<file path="src/hw/rtl/rau_pkg.sv">
// ----------------------------------------------------------------------------
// rau_pkg
// Shared types and constants of the rational arithmetic unit.
// ----------------------------------------------------------------------------
`default_nettype none

package rau_pkg;

    localparam int OPERAND_WIDTH_DEF = 16;

    localparam int OP_W     = 3;
    localparam int STATUS_W = 2;
    localparam int NUM_W    = 32;
    localparam int DEN_W    = 31;
    localparam int OUT_BITS = NUM_W + DEN_W + 1 + STATUS_W;
    localparam int OUT_TW   = ((OUT_BITS + 7) / 8) * 8;

    localparam logic [OP_W-1:0] OP_ADD = 3'd0;
    localparam logic [OP_W-1:0] OP_SUB = 3'd1;
    localparam logic [OP_W-1:0] OP_MUL = 3'd2;
    localparam logic [OP_W-1:0] OP_DIV = 3'd3;
    localparam logic [OP_W-1:0] OP_GT  = 3'd4;
    localparam logic [OP_W-1:0] OP_LT  = 3'd5;

    localparam logic [STATUS_W-1:0] STATUS_OK       = 2'd0;
    localparam logic [STATUS_W-1:0] STATUS_INVALID  = 2'd1;
    localparam logic [STATUS_W-1:0] STATUS_OVERFLOW = 2'd2;

    // controller states; compute states double as datapath step codes
    typedef enum logic [4:0] {
        ST_IDLE, ST_DECODE,
        ST_G1, ST_Q1, ST_Q2, ST_T1, ST_T2, ST_TL, ST_COMB,
        ST_P1, ST_P2, ST_C1, ST_C2,
        ST_ZCHK, ST_RG, ST_RN, ST_RD, ST_OUT
    } state_t;

    typedef enum logic [1:0] {
        ENG_MUL, ENG_DIV, ENG_GCD
    } eng_mode_t;

    typedef struct packed {
        logic   load_in;
        logic   start;
        state_t step;
        logic   comb;
        logic   load_out;
    } cmd_t;

    typedef struct packed {
        logic eng_done;
        logic is_cmp;
        logic is_addsub;
        logic invalid;
        logic zero;
    } stat_t;

endpackage

`default_nettype wire

</file>
<file path="src/hw/rtl/rau_ctrl.sv">
// ----------------------------------------------------------------------------
// rau_ctrl
// Sequencer: steps the datapath through each operation's program.
// ----------------------------------------------------------------------------
`default_nettype none

module rau_ctrl
    import rau_pkg::*;
(
    input  wire logic  aclk,
    input  wire logic  aresetn,
    input  wire logic  s_tvalid,
    output logic       s_tready,
    output logic       m_tvalid,
    input  wire logic  m_tready,
    output cmd_t       cmd,
    input  wire stat_t stat
);

    state_t state_reg, state_next;
    logic   issued_reg, issued_next;
    logic   m_valid_reg, m_valid_next;
    logic   is_compute;
    state_t succ;

    always_ff @(posedge aclk) begin
        if (!aresetn) begin
            state_reg   <= ST_IDLE;
            issued_reg  <= 1'b0;
            m_valid_reg <= 1'b0;
        end else begin
            state_reg   <= state_next;
            issued_reg  <= issued_next;
            m_valid_reg <= m_valid_next;
        end
    end

    always_comb begin
        is_compute = 1'b1;
        succ       = ST_IDLE;
        case (state_reg)
            ST_G1:   succ = ST_Q1;
            ST_Q1:   succ = ST_Q2;
            ST_Q2:   succ = ST_T1;
            ST_T1:   succ = ST_T2;
            ST_T2:   succ = ST_TL;
            ST_TL:   succ = ST_COMB;
            ST_P1:   succ = ST_P2;
            ST_P2:   succ = ST_ZCHK;
            ST_C1:   succ = ST_C2;
            ST_C2:   succ = ST_OUT;
            ST_RG:   succ = ST_RN;
            ST_RN:   succ = ST_RD;
            ST_RD:   succ = ST_OUT;
            default: is_compute = 1'b0;
        endcase
    end

    always_comb begin
        state_next   = state_reg;
        issued_next  = issued_reg;
        cmd          = '0;
        cmd.step     = state_reg;
        if (is_compute) begin
            if (!issued_reg) begin
                cmd.start   = 1'b1;
                issued_next = 1'b1;
            end else if (stat.eng_done) begin
                issued_next = 1'b0;
                state_next  = succ;
            end
        end else begin
            case (state_reg)
                ST_IDLE: begin
                    if (s_tvalid) begin
                        cmd.load_in = 1'b1;
                        state_next  = ST_DECODE;
                    end
                end
                ST_DECODE: begin
                    if (stat.is_cmp)         state_next = ST_C1;
                    else if (stat.invalid)   state_next = ST_OUT;
                    else if (stat.is_addsub) state_next = ST_G1;
                    else                     state_next = ST_P1;
                end
                ST_COMB: begin
                    cmd.comb   = 1'b1;
                    state_next = ST_ZCHK;
                end
                ST_ZCHK: begin
                    state_next = stat.zero ? ST_OUT : ST_RG;
                end
                ST_OUT: begin
                    if (!m_valid_reg || m_tready) begin
                        cmd.load_out = 1'b1;
                        state_next   = ST_IDLE;
                    end
                end
                default: state_next = ST_IDLE;
            endcase
        end
        m_valid_next = cmd.load_out ? 1'b1 : (m_tready ? 1'b0 : m_valid_reg);
    end

    assign s_tready = (state_reg == ST_IDLE);
    assign m_tvalid = m_valid_reg;

endmodule

`default_nettype wire

</file>
<file path="src/hw/rtl/rau_dp.sv">
// ----------------------------------------------------------------------------
// rau_dp
// Datapath: operand registers, shared iterative mul/div/gcd engine, result.
// ----------------------------------------------------------------------------
`default_nettype none

module rau_dp
    import rau_pkg::*;
#(
    parameter int OPERAND_WIDTH = OPERAND_WIDTH_DEF
) (
    input  wire logic                     aclk,
    input  wire logic                     aresetn,
    input  wire cmd_t                     cmd,
    output stat_t                         stat,
    input  wire logic [OP_W-1:0]          in_op,
    input  wire logic [OPERAND_WIDTH-1:0] in_a,
    input  wire logic [OPERAND_WIDTH-1:0] in_b,
    input  wire logic [OPERAND_WIDTH-1:0] in_c,
    input  wire logic [OPERAND_WIDTH-1:0] in_d,
    output logic [NUM_W-1:0]              out_num,
    output logic [DEN_W-1:0]              out_den,
    output logic                          out_cmp,
    output logic [STATUS_W-1:0]           out_status
);

    localparam int W  = OPERAND_WIDTH;
    localparam int M  = W + 1;
    localparam int X  = 2 * W + 2;
    localparam int CW = $clog2(X + 1);
    localparam int LW = (X > 33) ? X : 33;

    logic [OP_W-1:0] op_reg;
    logic            sa_reg, sb_reg, sc_reg, sd_reg, neg_reg;
    logic [X-1:0]    ra_reg, rb_reg, rc_reg, rd_reg, rg_reg, rp_reg, rq_reg;

    logic            eng_busy_reg;
    eng_mode_t       eng_mode_reg, mode_sel;
    state_t          step_reg;
    logic [X-1:0]    x_reg, y_reg, x_next, y_next, opa, opb, eng_res;
    logic [X:0]      acc_reg, acc_next, rem_sh;
    logic [CW-1:0]   cnt_reg, cnt_next;
    logic            eng_done, ge;

    logic [M-1:0]    am, bm, cm, dm;
    logic            is_cmp, inv_in;

    function automatic logic [M-1:0] mag(input logic [W-1:0] v);
        logic [M-1:0] e;
        e = {v[W-1], v};
        return v[W-1] ? (~e + M'(1)) : e;
    endfunction

    assign am = mag(in_a);
    assign bm = mag(in_b);
    assign cm = mag(in_c);
    assign dm = mag(in_d);

    assign is_cmp = (op_reg == OP_GT) || (op_reg == OP_LT);

    // operand and unit selection per step
    always_comb begin
        mode_sel = ENG_MUL;
        opa      = ra_reg;
        opb      = rc_reg;
        case (cmd.step)
            ST_G1: begin mode_sel = ENG_GCD; opa = rb_reg; opb = rd_reg; end
            ST_Q1: begin mode_sel = ENG_DIV; opa = rd_reg; opb = rg_reg; end
            ST_Q2: begin mode_sel = ENG_DIV; opa = rb_reg; opb = rg_reg; end
            ST_T1: begin opa = rp_reg; opb = ra_reg; end
            ST_T2: begin opa = rq_reg; opb = rc_reg; end
            ST_TL: begin opa = rq_reg; opb = rd_reg; end
            ST_P1: begin opa = ra_reg; opb = (op_reg == OP_DIV) ? rd_reg : rc_reg; end
            ST_P2: begin opa = rb_reg; opb = (op_reg == OP_DIV) ? rc_reg : rd_reg; end
            ST_C1: begin opa = ra_reg; opb = rd_reg; end
            ST_C2: begin opa = rb_reg; opb = rc_reg; end
            ST_RG: begin mode_sel = ENG_GCD; opa = ra_reg; opb = rb_reg; end
            ST_RN: begin mode_sel = ENG_DIV; opa = ra_reg; opb = rg_reg; end
            ST_RD: begin mode_sel = ENG_DIV; opa = rb_reg; opb = rg_reg; end
            default: ;
        endcase
    end

    // one engine step
    always_comb begin
        x_next   = x_reg;
        y_next   = y_reg;
        acc_next = acc_reg;
        cnt_next = cnt_reg;
        eng_done = 1'b0;
        eng_res  = acc_reg[X-1:0];
        rem_sh   = {acc_reg[X-1:0], x_reg[X-1]};
        ge       = rem_sh >= {1'b0, y_reg};
        case (eng_mode_reg)
            ENG_MUL: begin
                acc_next = y_reg[0] ? acc_reg + {1'b0, x_reg} : acc_reg;
                x_next   = x_reg << 1;
                y_next   = y_reg >> 1;
                cnt_next = cnt_reg - CW'(1);
                eng_done = eng_busy_reg && (cnt_reg == CW'(1));
                eng_res  = acc_next[X-1:0];
            end
            ENG_DIV: begin
                acc_next = ge ? rem_sh - {1'b0, y_reg} : rem_sh;
                x_next   = {x_reg[X-2:0], ge};
                cnt_next = cnt_reg - CW'(1);
                eng_done = eng_busy_reg && (cnt_reg == CW'(1));
                eng_res  = x_next;
            end
            ENG_GCD: begin
                eng_res = y_reg;
                if (x_reg != '0) begin
                    if (!x_reg[0] && !y_reg[0]) begin
                        x_next   = x_reg >> 1;
                        y_next   = y_reg >> 1;
                        cnt_next = cnt_reg + CW'(1);
                    end else if (!x_reg[0]) begin
                        x_next = x_reg >> 1;
                    end else if (!y_reg[0]) begin
                        y_next = y_reg >> 1;
                    end else if (x_reg >= y_reg) begin
                        x_next = x_reg - y_reg;
                    end else begin
                        y_next = y_reg - x_reg;
                    end
                end else if (cnt_reg != '0) begin
                    y_next   = y_reg << 1;
                    cnt_next = cnt_reg - CW'(1);
                end else begin
                    eng_done = eng_busy_reg;
                end
            end
            default: ;
        endcase
    end

    always_ff @(posedge aclk) begin
        if (!aresetn) begin
            eng_busy_reg <= 1'b0;
        end else if (cmd.start) begin
            eng_busy_reg <= 1'b1;
        end else if (eng_done) begin
            eng_busy_reg <= 1'b0;
        end
    end

    always_ff @(posedge aclk) begin
        if (cmd.start) begin
            eng_mode_reg <= mode_sel;
            step_reg     <= cmd.step;
            x_reg        <= opa;
            y_reg        <= opb;
            acc_reg      <= '0;
            case (mode_sel)
                ENG_MUL: cnt_reg <= CW'(M);
                ENG_DIV: cnt_reg <= CW'(X);
                default: cnt_reg <= '0;
            endcase
        end else if (eng_busy_reg) begin
            x_reg   <= x_next;
            y_reg   <= y_next;
            acc_reg <= acc_next;
            cnt_reg <= cnt_next;
        end
    end

    // combine step of add/subtract
    logic        l1, s2;
    logic [X-1:0] sum_v;
    logic         sum_neg;

    always_comb begin
        l1 = (sa_reg ^ sb_reg) && (ra_reg != '0);
        s2 = ((op_reg == OP_SUB) ? !(sc_reg ^ sd_reg) : (sc_reg ^ sd_reg))
             && (rc_reg != '0);
        if (l1 == s2) begin
            sum_v   = ra_reg + rc_reg;
            sum_neg = l1;
        end else if (ra_reg >= rc_reg) begin
            sum_v   = ra_reg - rc_reg;
            sum_neg = l1;
        end else begin
            sum_v   = rc_reg - ra_reg;
            sum_neg = s2;
        end
    end

    always_ff @(posedge aclk) begin
        if (cmd.load_in) begin
            op_reg  <= in_op;
            sa_reg  <= in_a[W-1];
            sb_reg  <= in_b[W-1];
            sc_reg  <= in_c[W-1];
            sd_reg  <= in_d[W-1];
            neg_reg <= in_a[W-1] ^ in_b[W-1] ^ in_c[W-1] ^ in_d[W-1];
            ra_reg  <= X'(am);
            rb_reg  <= X'(bm);
            rc_reg  <= X'(cm);
            rd_reg  <= X'(dm);
        end else if (cmd.comb) begin
            ra_reg  <= sum_v;
            rb_reg  <= rb_reg;
            neg_reg <= sum_neg;
        end else if (eng_done) begin
            case (step_reg)
                ST_G1, ST_RG:        rg_reg <= eng_res;
                ST_Q1, ST_C1:        rp_reg <= eng_res;
                ST_Q2, ST_C2:        rq_reg <= eng_res;
                ST_T1, ST_P1, ST_RN: ra_reg <= eng_res;
                ST_T2:               rc_reg <= eng_res;
                ST_TL, ST_P2, ST_RD: rb_reg <= eng_res;
                default: ;
            endcase
        end
    end

    always_comb begin
        inv_in = (op_reg > OP_LT) || (rb_reg == '0) || (rd_reg == '0)
                 || ((op_reg == OP_DIV) && (rc_reg == '0));
        stat.eng_done  = eng_done;
        stat.is_cmp    = is_cmp;
        stat.is_addsub = (op_reg == OP_ADD) || (op_reg == OP_SUB);
        stat.invalid   = inv_in;
        stat.zero      = (ra_reg == '0);
    end

    // result formation
    logic signed [X:0] sp, sq;
    logic [LW-1:0]     ra_w, rb_w;
    logic              ovf, cmp_v;
    logic [NUM_W-1:0]  num_v;

    always_comb begin
        sp    = (sa_reg ^ sd_reg) ? -$signed({1'b0, rp_reg}) : $signed({1'b0, rp_reg});
        sq    = (sb_reg ^ sc_reg) ? -$signed({1'b0, rq_reg}) : $signed({1'b0, rq_reg});
        cmp_v = (op_reg == OP_GT) ? (sp > sq) : (sp < sq);
        ra_w  = LW'(ra_reg);
        rb_w  = LW'(rb_reg);
        ovf   = (rb_w > LW'(33'h0_7FFF_FFFF))
                || (ra_w > (neg_reg ? LW'(33'h0_8000_0000) : LW'(33'h0_7FFF_FFFF)));
        num_v = neg_reg ? (~ra_w[NUM_W-1:0] + NUM_W'(1)) : ra_w[NUM_W-1:0];
    end

    always_ff @(posedge aclk) begin
        if (cmd.load_out) begin
            out_num    <= '0;
            out_den    <= '0;
            out_cmp    <= 1'b0;
            out_status <= STATUS_OK;
            if (is_cmp) begin
                out_cmp <= cmp_v;
            end else if (inv_in) begin
                out_status <= STATUS_INVALID;
            end else if (ra_reg == '0) begin
                out_den <= DEN_W'(1);
            end else if (ovf) begin
                out_status <= STATUS_OVERFLOW;
            end else begin
                out_num <= num_v;
                out_den <= rb_w[DEN_W-1:0];
            end
        end
    end

endmodule

`default_nettype wire

</file>
<file path="src/hw/rtl/rational_arithmetic_unit.sv">
// ----------------------------------------------------------------------------
// rational_arithmetic_unit
// Exact add/sub/mul/div/compare of two signed fractions, reduced by gcd.
// ----------------------------------------------------------------------------
//  channel | dir | tdata (low bit up)                          | tuser
//  s_      | in  | left_num, left_den, right_num, right_den    | op
//  m_      | out | result_num, result_den, compare_true, status| -
//
//  One beat at a time; an item runs on a shared bit-serial engine
//  (shift-add multiply, restoring divide, binary gcd). A finished result
//  sits in the output register; the next beat is taken while it waits.
//  Synchronous active-low reset, no clearing pass.
// ----------------------------------------------------------------------------
`default_nettype none

module rational_arithmetic_unit
    import rau_pkg::*;
#(
    parameter int OPERAND_WIDTH = OPERAND_WIDTH_DEF,
    localparam int IN_TW = ((4 * OPERAND_WIDTH + 7) / 8) * 8
) (
    input  wire logic             aclk,
    input  wire logic             aresetn,
    input  wire logic             s_tvalid,
    output logic                  s_tready,
    // left_num, left_den, right_num, right_den
    input  wire logic [IN_TW-1:0] s_tdata,
    // op
    input  wire logic [OP_W-1:0]  s_tuser,
    output logic                  m_tvalid,
    input  wire logic             m_tready,
    // result_num, result_den, compare_true, status, zero pad
    output logic [OUT_TW-1:0]     m_tdata
);

    localparam int W = OPERAND_WIDTH;

    cmd_t                cmd;
    stat_t               stat;
    logic [NUM_W-1:0]    out_num;
    logic [DEN_W-1:0]    out_den;
    logic                out_cmp;
    logic [STATUS_W-1:0] out_status;

    rau_ctrl u_ctrl (
        .aclk     (aclk),
        .aresetn  (aresetn),
        .s_tvalid (s_tvalid),
        .s_tready (s_tready),
        .m_tvalid (m_tvalid),
        .m_tready (m_tready),
        .cmd      (cmd),
        .stat     (stat)
    );

    rau_dp #(.OPERAND_WIDTH(OPERAND_WIDTH)) u_dp (
        .aclk       (aclk),
        .aresetn    (aresetn),
        .cmd        (cmd),
        .stat       (stat),
        .in_op      (s_tuser),
        .in_a       (s_tdata[W-1:0]),
        .in_b       (s_tdata[2*W-1:W]),
        .in_c       (s_tdata[3*W-1:2*W]),
        .in_d       (s_tdata[4*W-1:3*W]),
        .out_num    (out_num),
        .out_den    (out_den),
        .out_cmp    (out_cmp),
        .out_status (out_status)
    );

    assign m_tdata = {(OUT_TW - OUT_BITS)'(0), out_status, out_cmp, out_den, out_num};

endmodule

`default_nettype wire

</file>
<file path="config.mk">
export PLATFORM = sky130hd
export DESIGN_NAME = rational_arithmetic_unit
export DESIGN_NICKNAME = d
export VERILOG_FILES = /design/src/hw/rtl/rau_pkg.sv /design/src/hw/rtl/rau_ctrl.sv /design/src/hw/rtl/rau_dp.sv /design/src/hw/rtl/rational_arithmetic_unit.sv
export SDC_FILE = /design/constraint.sdc
export NUM_CORES = 2
export LEC_CHECK = 0
export BUFFER_PORTS_ARGS = -buffer_cell sky130_fd_sc_hd__buf_2
export CORE_ASPECT_RATIO = 2
export CORE_MARGIN = 2
export CORE_UTILIZATION = 31
export CTS_CLUSTER_DIAMETER = 40
export DETAILED_ROUTE_END_ITERATION = 8
export GPL_ROUTABILITY_DRIVEN = 1
export PLACE_DENSITY = 0.51
export SETUP_SLACK_MARGIN = 0.1
export SLEW_MARGIN = 20
export SYNTH_ARGS = -nofsm -noshare
export SYNTH_HDL_FRONTEND = slang
export SYNTH_HIERARCHICAL = 1
export SYNTH_SLANG_ARGS = --single-unit
</file>
<file path="constraint.sdc">
create_clock -name aclk -period 22.1 [get_ports aclk]
set_input_delay 4.42 -clock aclk [delete_from_list [all_inputs] [get_ports aclk]]
set_output_delay 4.42 -clock aclk [all_outputs]
set_load 0.03 [all_outputs]
</file>
Word level (Yosys, flattened, before mapping)

Cells that the tools add are included.

Logic and storage cells: 298
Bits in writable memories: 0
Output and inout port bits: 74
Latch bits: 0
Register bits after elaboration: 419
Memories: 0
Memory bits (read-only): 0

Bitwise operators: 14
Reduce and logical (&&, ||, !) cells: 76
Multiply operators: 0
Shift-type cells: 0
Divide/modulo/power cells: 0
Magnitude comparators: 8
Mux-type cells: 96
Add/subtract/negate cells: 16
Eq/ne operators: 52

Operators with widths:

| kind                                                                  | count |
|---|---|
| 34-bit two-way mux                                                    | 22 |
| 17-bit two-way mux                                                    | 12 |
| 34-bit one-hot mux with 3 select lines                                | 2 |
| 34-bit one-hot mux with 6 select lines                                | 1 |
| 35-bit two-way mux                                                    | 4 |
| 34-bit logical NOT                                                    | 4 |
| 34-bit one-hot mux with 4 select lines                                | 1 |
| 34-bit subtractor                                                     | 4 |
| 34-bit nonzero test                                                   | 3 |
| 5-bit by 4-bit equality test with 1-bit output, second input constant | 14 |
| 34-bit negation with 35-bit output                                    | 2 |
| 35-bit one-hot mux with 2 select lines                                | 1 |
| 17-bit by 1-bit adder with 17-bit output, second input constant       | 4 |
| 34-bit >= comparator                                                  | 2 |
| 17-bit NOT                                                            | 4 |
| 34-bit one-hot mux with 2 select lines                                | 1 |
| 32-bit two-way mux                                                    | 2 |
| 5-bit one-hot mux with 12 select lines                                | 1 |
| 5-bit by 3-bit equality test with 1-bit output, second input constant | 8 |
| 5-bit two-way mux                                                     | 8 |
| 35-bit by 34-bit adder with 35-bit output                             | 1 |
| 35-bit by 34-bit >= comparator with 1-bit output                      | 1 |
| 35-bit greater-than comparator                                        | 1 |
| 35-bit less-than comparator                                           | 1 |
| 57 further kinds                                                      | 158 |

Logic depth before layout (Yosys ltp)

Word-level depth: 9
Gate-level depth with buffers: 22
Gate-level depth less buffers: 22

By module

Netlist, hierarchy kept.

By module, submodules not included:

| module                   | instances | cells each | area each (um^2) | seq. area each (um^2) |
|---|---|---|---|---|
| rau_dp                   | 1         | 4600       | 38115.3          | 11481.0 |
| rau_ctrl                 | 1         | 99         | 703.2            | 140.1 |
| rational_arithmetic_unit | 1         | 8          | 56.3             | 0.0 |

Least setup slack after synthesis

Ideal clock, no wire load.

Path type: input -> register
From: in s_tvalid
To: reg u_dp.rq_reg[0], enable pin
Data arrival time: 9.557 ns
Buffers on the path: 1
Stages: 6
Setup time: 0.522 ns
Path slack: 12.021 ns
Cells stage by stage: and2_1 -> clkbuf_1 -> nor2_1 -> clkinv_1 -> nor2_1 -> nor4b_1

Cells in the longest elaborated chain, start to end: 5

Ends and longest elaborated chain:

| element                       | line                           | RTL |
|---|---|---|
| start, declared               | rational_arithmetic_unit.sv:24 | `input wire logic s_tvalid,` |
| 1-bit two-way mux             | rau_ctrl.sv:75                 | `if (s_tvalid) begin` |
| 1-bit two-way mux             | rau_ctrl.sv:73                 | `case (state_reg)` |
| 1-bit two-way mux             | rau_ctrl.sv:64                 | `if (is_compute) begin` |
| 1-bit NOT (no line)           | --                             |  |
| 4-bit AND reduction (no line) | --                             |  |
| end signal, assigned          | rau_dp.sv:208                  | `ST_Q2, ST_C2: rq_reg <= eng_res;` |
| end, declared                 | rau_dp.sv:35                   | `logic [X-1:0] ra_reg, rb_reg, rc_reg, rd_reg, rg_reg, rp_reg, rq_reg;` |

No other way between the ends.
A chain may end at the register's enable or synchronous reset.

==> results.md <==
* Min-delay worst type: reg2reg
* WS Path Type: in2reg
* Max Cap Violations at 0
* CP cell instances: buf_2, and2_4, buf_4, buf_4, a21oi_1, buf_4, inv_1
* Post-CTS setup buffer count at 0
* Critical path required time at 22.40 ns
* WP data arrival at 6.99 ns
* Fin nets at 5120
* Fraction of layout cells with a size suffix above 1 at 0.09407
* Resize count post-CTS at 0
* Final TNS setup at 0 ns
* Clk root buf: clkbuf_16
* Iter 0 DRT Violations at 3452
* Tightest Pin Transition at 1.356 ns
* Clk_lat worst skew at 0.69 ns
* Share of flip-flops with an asynchronous set or reset at 0
* DP HPWL at 160.4 mm
* Placed insts at 6328
* Initial core utilization at 0.3127
* Hold Path Origin: u_dp/acc_reg[15]
* GRT overflow at 0
* Worst setup EP type: flip-flop
* Synth top area share at 0.2510
* Synth Cell Area at 0.03887 mm^2
* Fill cells at 13100
* Clock Tree Buf Depth at 3
* Top post-synthesis cells by area: edfxtp_1 25%, ha_1 10%, a21oi_1 5.9%
* Slowest cell on the critical path: buf_4
* Fin. Hold Viols at 0
* FMAX at 0.1496 GHz
* First-pass GRT wire length at 280.6 mm
* CP peak stage delay at 0.63 ns
* H-tree depth at 2
* Die Y at 504.8 um
* Endpoints failing setup at 0
* Core box area at 0.1243 mm^2
* Vias/cell at 6.097
* Post-CTS Hold Fix Bufs at 0
* Setup crit start kind: input pin
* Post-synthesis sequential area ratio at 0.2989
* Period utilization at 0.3026
* Final Critical Period at 6.687 ns
* Mean Syn Cell Area at 8.259 um^2
* Initial antenna violation count at 5
* Crit path top cell by count: buf_4
* Fin. max-slew vios at 0
* Vias in the first global route at 40020
* Largest net degree at the start of global routing at 75
* Clock Skews at 0.03790 ns
* Yosys top cell by area: edfxtp_1
* Die width at 254.4 um
* Yosys cell types at 106
* Reg2reg start: u_dp/ra_reg[1]
* Crit path capture: u_dp/rb_reg[9]
* Final Wtd Congestion at 1.030
* Die footprint at 0.1284 mm^2
* Register bit total from synthesis at 418
* Critical path buffer and inverter count at 5
* Post-route DRC at 0
* Commonest cells in the netlist: 456 x a21oi_1, 456 x nand2_1, 338 x nor2_1
* Global-route total usage across every layer at 0.3035
* Reg2Reg Setup Slack at 15.72 ns
* Largest delay share family, worst path: buffers and inverters
* Largest fanout on the critical path at 74
* Layout area overhead at 11.89%
* DR pass1 iterations at 6
* Hold slack at 0.5378 ns
* Routed wire length at 200.0 mm
* Main flop type after synthesis: edfxtp_1
* Non-filler instance count after layout at 6444
* Routed via count at 39290
* Port bufs at 138
* Rel. slew slack at 0.09340
* FF-to-FF path depth at 13
* I/O pin count at 145
* Clock sink count at 418
* Status: finished, final reports clean
* CTS tree: yes
* Worst path depth at 7
* CTS Buf Count at 59
* EDFF count, synth at 325
* Drt wl/cell at 31.04 um
* RSZ-0062 raised after global routing: false
* Post-Synthesis Cells at 4707
* Row cnt at 183
* Antenna Nets Post-Route at 0
* Synth warn at 6
* Crit path launch: s_tvalid
* Clk slew on worst S/H paths at 0.06 ns
* RR Endpoint: u_dp/ra_reg[30]
[cell usage in the layout (no fill, tap or decap), types with 103 or more instances in the layout]
cell | netlist | final
nand2_1 | 456 | 456
a21oi_1 | 456 | 455
nor2_1 | 338 | 333
edfxtp_1 | 325 | 325
o21ai_0 | 323 | 317
ha_1 | 318 | 315
inv_1 | 269 | 269
xnor2_1 | 203 | 201
buf_2 | 30 | 138
a21o_1 | 118 | 118
buf_4 | 16 | 106
xor2_1 | 104 | 103
[worst min path at each step]
stage,endpoint,depth (start not counted)
6_report,u_dp/acc_reg[15],2
5_1_grt,u_dp/acc_reg[19],2
4_1_cts,u_dp/rb_reg[33],2
3_5_place_dp,u_dp/rb_reg[33],2
3_3_place_gp,u_dp/rb_reg[33],2
2_1_floorplan,u_dp/rb_reg[33],2
[layer usage]
metal | part of all wire | vias up | global-route usage | wire, um
met5 | 0.000060 | - | 0 | 12
met4 | 0.12 | 2 | 0.2886 | 23240
met3 | 0.046 | 669 | 0.02695 | 9174
met2 | 0.53 | 1743 | 0.5685 | 105000
met1 | 0.31 | 19220 | 0.2819 | 62560
li1 | - | 17660 | - | -
[cell families after synthesis]
family	Yosys count	synth area share
compound gates	1628	0.2780
xor+xnor	308	0.06987
fa+ha+maj	325	0.1060
buf+inv	568	0.05784
flops	418	0.2989
mux	59	0.01555
other cells	2	0.0001932
simple gates	1399	0.1737
[final cells by class]
cell class | count | area [um^2] | share of cell area
Multi-Input combinational cell | 3726 | 25260 | 0.5808
Sequential cell | 418 | 11620 | 0.2672
Tap cell | 1665 | 2083 | 0.04790
Clock buffer | 68 | 1551 | 0.03567
Timing Repair Buffer | 245 | 1514 | 0.03481
Inverter | 274 | 1028 | 0.02365
Clock inverter | 42 | 421.7 | 0.009694
Antenna cell | 6 | 15.01 | 0.0003452
[worst reg2reg max path: stages (launching register included)]
cell	delay, ns
edfxtp_1	0.74
inv_1	0.36
fa_1	0.49
inv_1	0.08
a21oi_1	0.11
o21ai_0	0.88
a41oi_1	0.49
o211ai_1	0.81
a21oi_1	0.21
o32ai_1	1.12
a221o_1	0.34
xnor2_1	0.22
o32ai_1	0.13
a311o_1	0.30
[through the flow]
stage               worst slack [ns]  cell area [um^2]    util
global placement               14.79             41450  0.3334
CTS                            15.42             43470  0.3497
global route                   15.33             43480  0.3497
finish                         15.41             43500  0.3498
detailed placement             14.79             41500  0.3338
floorplan                      12.02             38890       -
Power is left out: the tool's default activity adds up to more than one toggle a clock period on the data nets, which glitch-free logic cannot reach.
